==> src/rtl/vlos_div.sv <==
// ----------------------------------------------------------------------------
// vlos_div
// Restoring divider, one quotient bit per cycle.
// ----------------------------------------------------------------------------
module vlos_div #(
    parameter int QW = 49,
    parameter int DW = 34
) (
    input  logic          clk,
    input  logic          rst_n,
    input  logic          start,
    input  logic [QW-1:0] dividend,
    input  logic [DW-1:0] divisor,
    output logic          done,
    output logic [QW-1:0] quotient
);

    localparam int CNTW = $clog2(QW + 1);

    logic [DW-1:0]   rem_reg;
    logic [DW-1:0]   rem_next;
    logic [QW-1:0]   quo_reg;
    logic [DW-1:0]   dsr_reg;
    logic [CNTW-1:0] cnt_reg;
    logic            done_reg;
    logic [DW:0]     trial;
    logic            ge;

    always_comb
    begin
        trial    = {rem_reg, quo_reg[QW-1]};
        ge       = trial >= {1'b0, dsr_reg};
        rem_next = ge ? DW'(trial - {1'b0, dsr_reg}) : DW'(trial);
    end

    always_ff @(posedge clk or negedge rst_n)
    begin
        if (!rst_n)
        begin
            rem_reg  <= '0;
            quo_reg  <= '0;
            dsr_reg  <= '0;
            cnt_reg  <= '0;
            done_reg <= 1'b0;
        end
        else if (start)
        begin
            rem_reg  <= '0;
            quo_reg  <= dividend;
            dsr_reg  <= divisor;
            cnt_reg  <= CNTW'(QW);
            done_reg <= 1'b0;
        end
        else if (cnt_reg != '0)
        begin
            rem_reg  <= rem_next;
            quo_reg  <= {quo_reg[QW-2:0], ge};
            cnt_reg  <= cnt_reg - 1'b1;
            done_reg <= (cnt_reg == CNTW'(1));
        end
        else
        begin
            done_reg <= 1'b0;
        end
    end

    assign done     = done_reg;
    assign quotient = quo_reg;

endmodule

==> config.mk <==
export PLATFORM = sky130hd
export DESIGN_NAME = vlos_div
export DESIGN_NICKNAME = d
export VERILOG_FILES = /design/src/rtl/vlos_div.sv
export SDC_FILE = /design/constraint.sdc
export NUM_CORES = 1
export LEC_CHECK = 0
export ABC_AREA = 1
export BUFFER_PORTS_ARGS = -buffer_cell sky130_fd_sc_hd__buf_2
export CAP_MARGIN = 30
export CELL_PAD_IN_SITES_DETAIL_PLACEMENT = 0
export CELL_PAD_IN_SITES_GLOBAL_PLACEMENT = 1
export CORE_MARGIN = 2
export CORE_UTILIZATION = 37
export DETAILED_ROUTE_END_ITERATION = 12
export GPL_ROUTABILITY_DRIVEN = 0
export PLACE_DENSITY_LB_ADDON = 0.1
export RECOVER_POWER = 100
export REMOVE_ABC_BUFFERS = 1
export SLEW_MARGIN = 10
export SYNTH_ARGS = -nofsm -noshare
export SYNTH_HDL_FRONTEND = slang
export SYNTH_SLANG_ARGS = --single-unit
==> constraint.sdc <==
create_clock -name clk -period 2.07 [get_ports clk]
set_input_delay 0 -clock clk [delete_from_list [all_inputs] [get_ports clk]]
set_output_delay 0 -clock clk [all_outputs]
set_load 0.03 [all_outputs]
==> results of run 1 <==
[cell type report]
| class | count | area [µm²] | area share |
|---|---|---|---|
| Clock inverter | 14 | 123.9 | 0.009605 |
| Clock buffer | 18 | 429.2 | 0.03328 |
| Multi-Input combinational cell | 828 | 5046 | 0.3913 |
| Tap cell | 280 | 350.3 | 0.02717 |
| Inverter | 194 | 730.7 | 0.05666 |
| Timing Repair Buffer | 416 | 3113 | 0.2414 |
| Sequential cell | 124 | 3103 | 0.2406 |
[routing by layer]
metal / share of wire / routed length [µm]
met5: 0 / 0
met4: 0.0095 / 255
met3: 0.040 / 1084
met2: 0.49 / 13200
met1: 0.46 / 12340
[placed cells by master (no fill, tap or decap), types with 19 or more instances in the layout]
cell type / n
a22oi_1: 21
buf_2: 83
buf_4: 171
clkbuf_1: 52
clkbuf_16: 19
dfrtp_1: 124
dlygate4sd3_1: 86
ha_4: 30
inv_1: 176
nand2_1: 408
nand2_2: 57
nand3_1: 35
nand3_2: 20
nand3b_1: 36
nor2_1: 35
o21ai_0: 51
[kinds of logic after synthesis]
kind of cell    synth area share
simple gates              0.3328
buf+inv                   0.1140
flops                     0.3801
xor+xnor                 0.01931
compound gates           0.09457
fa+ha+maj                0.05917
[path summary, 6_finish.rpt]
kind	cells past startpoint	startpoint	slack, ps	to
worst max-delay path	15	rem_reg[12]	-130	rem_reg[26]
worst min-delay path	4	dividend[46]	310	quotient[46]
worst max register to register	15	rem_reg[12]	-130	rem_reg[26]
worst min register to register	2	cnt_reg[5]	500	cnt_reg[5]
max in group asynchronous	3	rst_n	310	rem_reg[26]
min in group asynchronous	2	rst_n	490	rem_reg[10]
[report_power, final]
group          total [mW]  switching, mW  internal (mW)
registers            2.75          0.125           2.62
logic                2.04           1.13          0.913
clock network        2.90           1.32           1.58
[worst min-delay path: cells and delay by family]
family          cells  cell delay, ps
simple gates        1              40
buf+inv             2             610
compound gates      1              50
[through the flow]
step	hold slack, ps	total power, mW	setup slack, ps	TNS [ps]	utilization
2_1_floorplan	-295.6	3.692	-695.0	-40630	-
3_3_place_gp	32.82	4.472	-334.5	-5558	0.4749
3_5_place_dp	32.60	4.479	-307.3	-5859	0.4749
4_1_cts	151.9	7.689	-62.30	-629.7	0.5772
5_1_grt	326.6	8.115	-232.2	-9244	0.5928
6_report	313.7	7.695	-125.8	-2903	0.5928
[what timing repair did]
item / 4_1_cts / 5_1_grt
buffers inserted: 15 / 9
endpoints found under the hold margin: 137 / 0
resized for setup: 107 / 102
cloned: 3 / 3
setup endpoints to repair: 35 / 35
hold buffers: 86 / 0
pin swaps: 11 / 48
==> results.ini, run 1 <==
[synth]
synth-edff-count=0
synthTopCellsByCount=nand2_1 (476), inv_1 (189), dfrtp_1 (124), nand3_1 (56), o21ai_0 (52)
synth_top_area_share=0.3801
synth_cell_type_count=35
synth_most_common_cell=nand2_1
avgSynthCellArea_um2=6.894
synth_cells=1184
synth_area_leaders=dfrtp_1 (38%), nand2_1 (22%), inv_1 (8.7%), ha_1 (5.7%), nand3_1 (3.4%)
synth.largest_area_cell=dfrtp_1
ys_warn_count=0
seq_area_frac_synth=0.3801
async_reset_ff_frac=1.000
synthFlopType=dfrtp_1
syn_area_um2=8163
ys_seq_elements=124

[route]
viasPerCell=4.634
wl_per_cell_um=14.34
drt_pass1_iterations=7
drt_wl_total_mm=26.88
drt_iter0_drc=389
vias=8684
drcViolationCount=0
ant_nets=0

[finish]
fin_area_um2=12900
drive_above_1_share=0.3074
nets=1705
largest_register_ffs=49
finalNonFillerCells=1874
syn_to_final_growth_pct=57.99
nFillCells=2109
diodes=0

[worst_setup_path]
crit_arrival_ps=2510
cpPeakStageDelay_ps=410
cp.required_ps=2380
cp_num_buf_inv=4
start_kind=flop
critPathTopFamily=simple AND/OR/NAND/NOR gates
critical_path_class=flop to flop
slowest_stage=dfrtp_1
crit_chain=ha_4 > nand2_4 > nor2_4 > inv_2 > nor3_2 > buf_4 > nand3_4 > nand2_4 > nor2_4 > buf_12 > nand2_8 > buf_4 > nand3_1 > nand2_1 > nand2_1
end_kind=flop
crit_fanout=5

[floorplanning]
fp.dieH_um=152.5
fp.dieW_um=152.5
dieArea_um2=23270
io_pins=136
floorplan.initialDensity=0.3752
core_um2=21760
row_count=54

[clock_tree]
cts_buffers=17
clock_latency_ps=430
htreeDepth=4
root_buffer=clkbuf_16
clkSinkCount=124
clockBufferDepth=2
cts_tree=built
clkTransAtPathRegs_ps=70

[power_and_ir_drop]
power_density_nw_per_um2=596.7
p_leak_nw=6.802
ir_drop_v=0.0004441

[sta]
fin_crit_sh=1.061
slew_violations=56
setup_viol=34
clock_skew_ps=13.34
slew_headroom=-0.01560
post-route-min-period_ps=2196
clock.fmax_mhz=455.4
grt_setup_unrepaired=yes
hold_violations=0
setup_ws_ps=-125.8
tightest_slew_ps=1523

[grt]
grt_overflow=0
busiest_layer=met2
grt_pass1_wl_mm=44.45
track_usage=0.2352
antenna_found_initial=0
grt_max_degree=89
met2_usage=0.4189
met1_usage=0.3026
use_met3=0.03527
grt_pass1_vias=9024

[run]
maxCapViolCount=1

[run_status]
violations=max-capacitance violations, max-slew violations, negative setup slack
status=finished with violations

[placed_design]
portBuffers=135
dp_hpwl_mm=18.40
post_dp_cell_area_um2=10330
dp.cells=1729

[worst_hold_path]
hold_class=input port to flop

Note: power is estimated with default switching activity, not from simulation.
==> run 2, diff against run 1 <==
Settings changed: PLACE_DENSITY from default to 0.77, PLACE_DENSITY_LB_ADDON 0.1 to default.
==> results.ini, run 2 (synthesized netlist as in run 1, its figures left out) <==
[power_and_ir_drop]
power_density_nw_per_um2=630.8  ; +5.7%
ir_drop_v=0.0005162  ; +16%
finalPower_mw=8.100  ; +5.3%
p_leak_nw=6.742  ; -0.88%

[worst_setup_path]
end_kind=flop
critical_path_class=flop to flop
startpoint=rem_reg[11]
crit_fanout=6  ; +1
rrSetupSlack_ps=-110  ; +20 ps
reg2regPathDepth=16  ; +1
r2r_end=rem_reg[24]
crit_arrival_ps=2540  ; +30 ps
r2r_start=rem_reg[11]
start_kind=flop
cp.required_ps=2430  ; +50 ps

[route]
drt_iter0_drc=453  ; +16%
drt_pass1_iterations=5  ; -2
wl_per_cell_um=14.50  ; +1.1%
drcViolationCount=0  ; unchanged
ant_nets=0  ; unchanged
vias=8874  ; +2.2%
drt_wl_total_mm=26.99  ; +0.38%
viasPerCell=4.768  ; +2.9%

[finish]
final_cell_mix=nand2_1 (394), inv_1 (178), buf_4 (157)
fin_area_um2=12840  ; -0.43%
diodes=0  ; unchanged
largest_register_ffs=49  ; unchanged
drive_above_1_share=0.3042  ; -0.003165
syn_to_final_growth_pct=57.31
mostFrequentLayoutCell=nand2_1
nets=1692  ; -0.76%

[grt]
grt_pass1_vias=9137  ; +1.3%
track_usage=0.2339  ; -0.001324
grt_overflow=0  ; unchanged
grt_max_degree=67  ; -25%
antenna_found_initial=0  ; unchanged
grt_pass1_wl_mm=44.39  ; -0.14%

[floorplanning]
fp.dieH_um=152.5  ; unchanged
core_um2=21760  ; unchanged
fp.dieW_um=152.5  ; unchanged
dieArea_um2=23270  ; unchanged
floorplan.initialDensity=0.3752  ; unchanged
io_pins=136  ; unchanged
row_count=54  ; unchanged

[worst_hold_path]
hold_class=input port to flop
hold_depth=3  ; -1
min_to=quotient[47]
min_from=start

[placed_design]
pre_cts_slack_ps=-206.0  ; +101.3 ps
portBuffers=135  ; unchanged
post_dp_cell_area_um2=10180  ; -1.5%
dp_hpwl_mm=18.26  ; -0.74%

[sta]
slew_violations=0  ; -100%
setup_ws_ps=-105.1  ; +20.70 ps
tightest_slew_ps=1449  ; -74.56 ps
hold_violations=0  ; unchanged
slew_headroom=0.03411  ; +0.04971
setup_viol=33  ; -2.9%
clock_skew_ps=19.25  ; +5.906 ps
clock.fmax_mhz=459.7  ; +0.95%
grt_setup_unrepaired=yes
fin_crit_sh=1.051  ; -0.01000
post-route-min-period_ps=2175  ; -20.70 ps

[clock_tree]
clkTransAtPathRegs_ps=60  ; about the same
cts_buffers=17  ; unchanged
clockBufferDepth=2  ; unchanged
clkSinkCount=124  ; unchanged
htreeDepth=4  ; unchanged
cts_tree=built
clock_latency_ps=430  ; about the same
root_buffer=clkbuf_16

[run_status]
status=finished with violations
violations=negative setup slack

[run]
maxCapViolCount=0  ; -1

## run 2: cell count changes in the layout (fill, tap and decap cells not counted), sizes merged
cell	before	now
clkinv	2	3
clkbuf	79	76
nand2	484	483
bufinv	0	4
buf	269	253
dlygate4sd3	86	93
clkinvlp	3	1
inv	203	200
## run 2: worst max-delay path by stage
stage	depth (start not counted)	slack [ps]	endpoint
floorplan	8	-700	quotient[10]
global placement	16	-170	rem_reg[28]
detailed placement	16	-210	rem_reg[30]
CTS	15	-80	rem_reg[17]
global route	16	-200	rem_reg[11]
finish	16	-110	rem_reg[24]
## run 2: repair_timing
item                       in CTS  in global routing
setup buffers                  18                 13
hold buffers                   93                  0
hold endpoints to repair      173                  0
gates cloned                    2                  0
pin swaps                      23                 52
resized for setup             107                116
setup endpoints to repair      35                 35
## run 2: final cells by class
cell class | count | area (µm²)
Clock inverter | 14 | 207.7
Timing Repair Buffer | 404 | 2990
Tap cell | 280 | 350.3
Sequential cell | 124 | 3103
Fill cell | 2085 | 8915
Clock buffer | 18 | 429.2
Inverter | 194 | 728.2
Multi-Input combinational cell | 827 | 5032
## run 2: power by group
part | internal (mW) | leakage (nW) | switching [mW]
Sequential | 2.62 | 1.57 | 0.130
Combinational | 0.879 | 4.87 | 1.13
Clock | 2.05 | 0.310 | 1.29
## run 2: per-stage QoR
stage	hold slack, ps	instances	setup TNS, ps	utilization
2_1_floorplan	-295.6	1145	-40630	-
3_3_place_gp	8.065	1707	-3417	0.4679
3_5_place_dp	4.914	1707	-4611	0.4679
4_1_cts	10.61	1852	-1224	0.5749
5_1_grt	62.13	1861	-10610	0.5902
6_report	17.30	1861	-1855	0.5902
## run 2: worst max-delay path, stage by stage (launching register included)
cell and delay (ps):
dfrtp_1 430, ha_4 290, nand2_2 70, nand2_2 60
nand2_2 70, nand2_2 70, nand2_2 70, nand2_2 80
a21oi_2 170, nand2_2 100, nand2_4 120, nand2_8 100
buf_12 140, buf_12 130, nand2_4 70, nand3_2 50
nand2_1 80
## run 2: routing by layer
metal | vias to the layer above | GRT usage | share of wire
li1 | 4458 | - | -
met1 | 4123 | 0.2965 | 0.44
met2 | 261 | 0.4050 | 0.49
met3 | 32 | 0.04096 | 0.049
met4 | 0 | 0.07760 | 0.017
met5 | - | 0 | 0
==> run 3, diff against run 2 <==
Settings changed: ABC_AREA 1 to default, CORE_UTILIZATION 37 to 38, PLACE_DENSITY 0.77 to 0.76.
==> results.ini, run 3 <==
[run_status]
status=finished with violations
violations=max-capacitance violations, max-slew violations, negative setup slack

[run]
maxCapViolCount=1  ; +1

[synth]
ys_seq_elements=124  ; unchanged
synth-edff-count=0  ; unchanged
synth_xor_area_frac=0.03042  ; +0.01111
synth.largest_area_cell=dfrtp_1
synth_cell_type_count=64  ; +83%
syn_area_um2=7485  ; -8.3%
synth_top_family_by_area=compound AO/OA/AOI/OAI gates
synth_most_common_cell=dfrtp_1
synth_cells=850  ; -28%
synthSimpleGateAreaFrac=0.1541  ; -0.1786
seq_area_frac_synth=0.4146  ; +0.03444
avgSynthCellArea_um2=8.806  ; +28%
synthTopCellsByCount=dfrtp_1 (124), nand2_1 (122), o21ai_0 (116), mux2i_1 (58), a21oi_1 (53)
synth_fa_ha_area_frac=0.06453  ; +0.005361
synth_compound_area_frac=0.2053  ; +0.1107
ys_warn_count=0  ; unchanged
synthFlopType=dfrtp_1
synth_area_leaders=dfrtp_1 (41%), mux2i_1 (7.8%), o21ai_0 (7.8%), ha_1 (6.2%), nand2_1 (6.1%)
synthMuxAreaShare=0.08058  ; +0.08058
async_reset_ff_frac=1.000  ; unchanged
synth_top_area_share=0.4146  ; +0.03444

[grt]
antenna_found_initial=0  ; unchanged
grt_max_degree=84  ; +25%
grt_overflow=0  ; unchanged
grt_pass1_vias=7428  ; -19%
track_usage=0.2142  ; -0.01966
grt_pass1_wl_mm=35.55  ; -20%

[placed_design]
dp_hpwl_mm=14.58  ; -20%
portBuffers=135  ; unchanged
dp.cells=1398  ; -18%
pre_cts_slack_ps=-908.1  ; -702.1 ps

[sta]
fin_crit_sh=1.367  ; +0.3164
post-route-min-period_ps=2830  ; +654.9 ps
timing.hold.ws_ps=310.2  ; +292.9 ps
setup_ws_ps=-760.0  ; -654.9 ps
clock_skew_ps=16.93  ; -2.316 ps
slew_headroom=-0.05170  ; -0.08581
tightest_slew_ps=1578  ; +128.7 ps
hold_violations=0  ; unchanged
setup_viol=43  ; +30%
grt_setup_unrepaired=yes
slew_violations=64  ; +64
clock.fmax_mhz=353.4  ; -23%

[clock_tree]
htreeDepth=4  ; unchanged
clock_latency_ps=430  ; about the same
cts_buffers=17  ; unchanged
cts_tree=built
root_buffer=clkbuf_16
clockBufferDepth=2  ; unchanged
clkSinkCount=124  ; unchanged
clkTransAtPathRegs_ps=70  ; about the same

[finish]
syn_to_final_growth_pct=60.40
mostFrequentLayoutCell=buf_4
final_cell_mix=buf_4 (195), dfrtp_1 (124), nand2_1 (117)
finalNonFillerCells=1545  ; -17%
largest_register_ffs=49  ; unchanged
drive_above_1_share=0.3430  ; +0.03873
diodes=0  ; unchanged
nets=1391  ; -18%

[floorplanning]
floorplan.initialDensity=0.3858  ; +0.01063
fp.dieW_um=144.3  ; -5.4%
row_count=51  ; -5.6%
fp.dieH_um=144.3  ; -5.4%
io_pins=136  ; unchanged
core_um2=19400  ; -11%
dieArea_um2=20840  ; -10%

[worst_setup_path]
cp.required_ps=2390  ; -40 ps
start_kind=flop
slowest_stage=or4_4
crit_fanout=5  ; -1
crit_chain=ha_4 > nand3_2 > or4_4 > nor3_4 > a221o_1 > a211oi_2 > a21boi_4 > buf_6 > or4_1 > and4_1
end_kind=flop
critical_path_class=flop to flop
cpPeakStageDelay_ps=550  ; +120 ps
crit_arrival_ps=3150  ; +610 ps

[power_and_ir_drop]
p_leak_nw=5.909  ; -12%
ir_drop_v=0.0007243  ; +40%
finalPower_mw=13.18  ; +63%
power_density_nw_per_um2=1098  ; +74%

[route]
drt_wl_total_mm=22.33  ; -17%
drt_pass1_iterations=5  ; unchanged
ant_nets=0  ; unchanged
drt_iter0_drc=393  ; -13%
vias=7604  ; -14%
viasPerCell=4.922  ; +3.2%
wl_per_cell_um=14.45  ; -0.34%
drcViolationCount=0  ; unchanged

[worst_hold_path]
hold_class=input port to flop

-- run 3: metal layers --
layer	GRT usage	wire [µm]	up-vias
li1	-	-	3837
met1	0.2827	10440	3594
met2	0.3639	10870	148
met3	0.03477	713	25
met4	0.06081	310	0
met5	0	0	-
-- run 3: final cells by class --
cell class                      count  area (µm²)
Clock buffer                       18       429.2
Clock inverter                     14       123.9
Fill cell                        1751        7393
Inverter                           48       180.2
Multi-Input combinational cell    633        4612
Sequential cell                   124        3103
Tap cell                          265       331.6
Timing Repair Buffer              443        3226
-- run 3: path summary, 6_finish.rpt --
check	from	endpoint	slack, ps	cells past startpoint
setup / recovery	rem_reg[31]	rem_reg[22]	-760	10
hold / removal	dividend[41]	quotient[41]	310	4
setup reg to reg	rem_reg[31]	rem_reg[22]	-760	10
hold reg to reg	dsr_reg[22]	dsr_reg[22]	530	2
max in group asynchronous	rst_n	rem_reg[7]	380	3
min in group asynchronous	rst_n	done	580	3
-- run 3: repair_timing --
action,4_1_cts,5_1_grt
hold buffers,89,0
setup endpoints to repair,35,35
setup buffers,15,14
cloned,1,0
endpoints found under the hold margin,209,0
pin swaps,17,41
resized for setup,65,81
-- run 3: logic make-up (layout without fill, tap and decap cells) --
logic type / count (synthesis) / count (layout)
DFF: 124 / 124
buffers and inverters: 93 / 523
adders and majority gates: 38 / 38
xor gates and xnor gates: 26 / 26
and+or+nand+nor: 256 / 256
AOI/OAI and AO/OA: 253 / 253
muxes: 60 / 60
-- run 3: where the power goes --
group          switching (mW)  internal (mW)  total [mW]
combinational            3.51           3.79        7.30
sequential              0.265           2.78        3.05
clock                    1.27           1.57        2.84
total                    5.04           8.14        13.2
-- run 3: stage by stage --
stage | TNS, ps | utilization | instance area, µm²
finish | -20990 | 0.6189 | 12010
global route | -30070 | 0.6189 | 12010
CTS | -23090 | 0.6034 | 11710
detailed placement | -28660 | 0.5070 | 9836
global placement | -27200 | 0.5070 | 9836
floorplan | -144330 | - | 7287
-- run 3: worst max-delay path: cells and delay by family (launching register included) --
family	cells	cell delay [ps]
buf+inv	1	140
simple gates	5	1470
flops	1	400
compound gates	3	420
fa+ha+maj	1	300
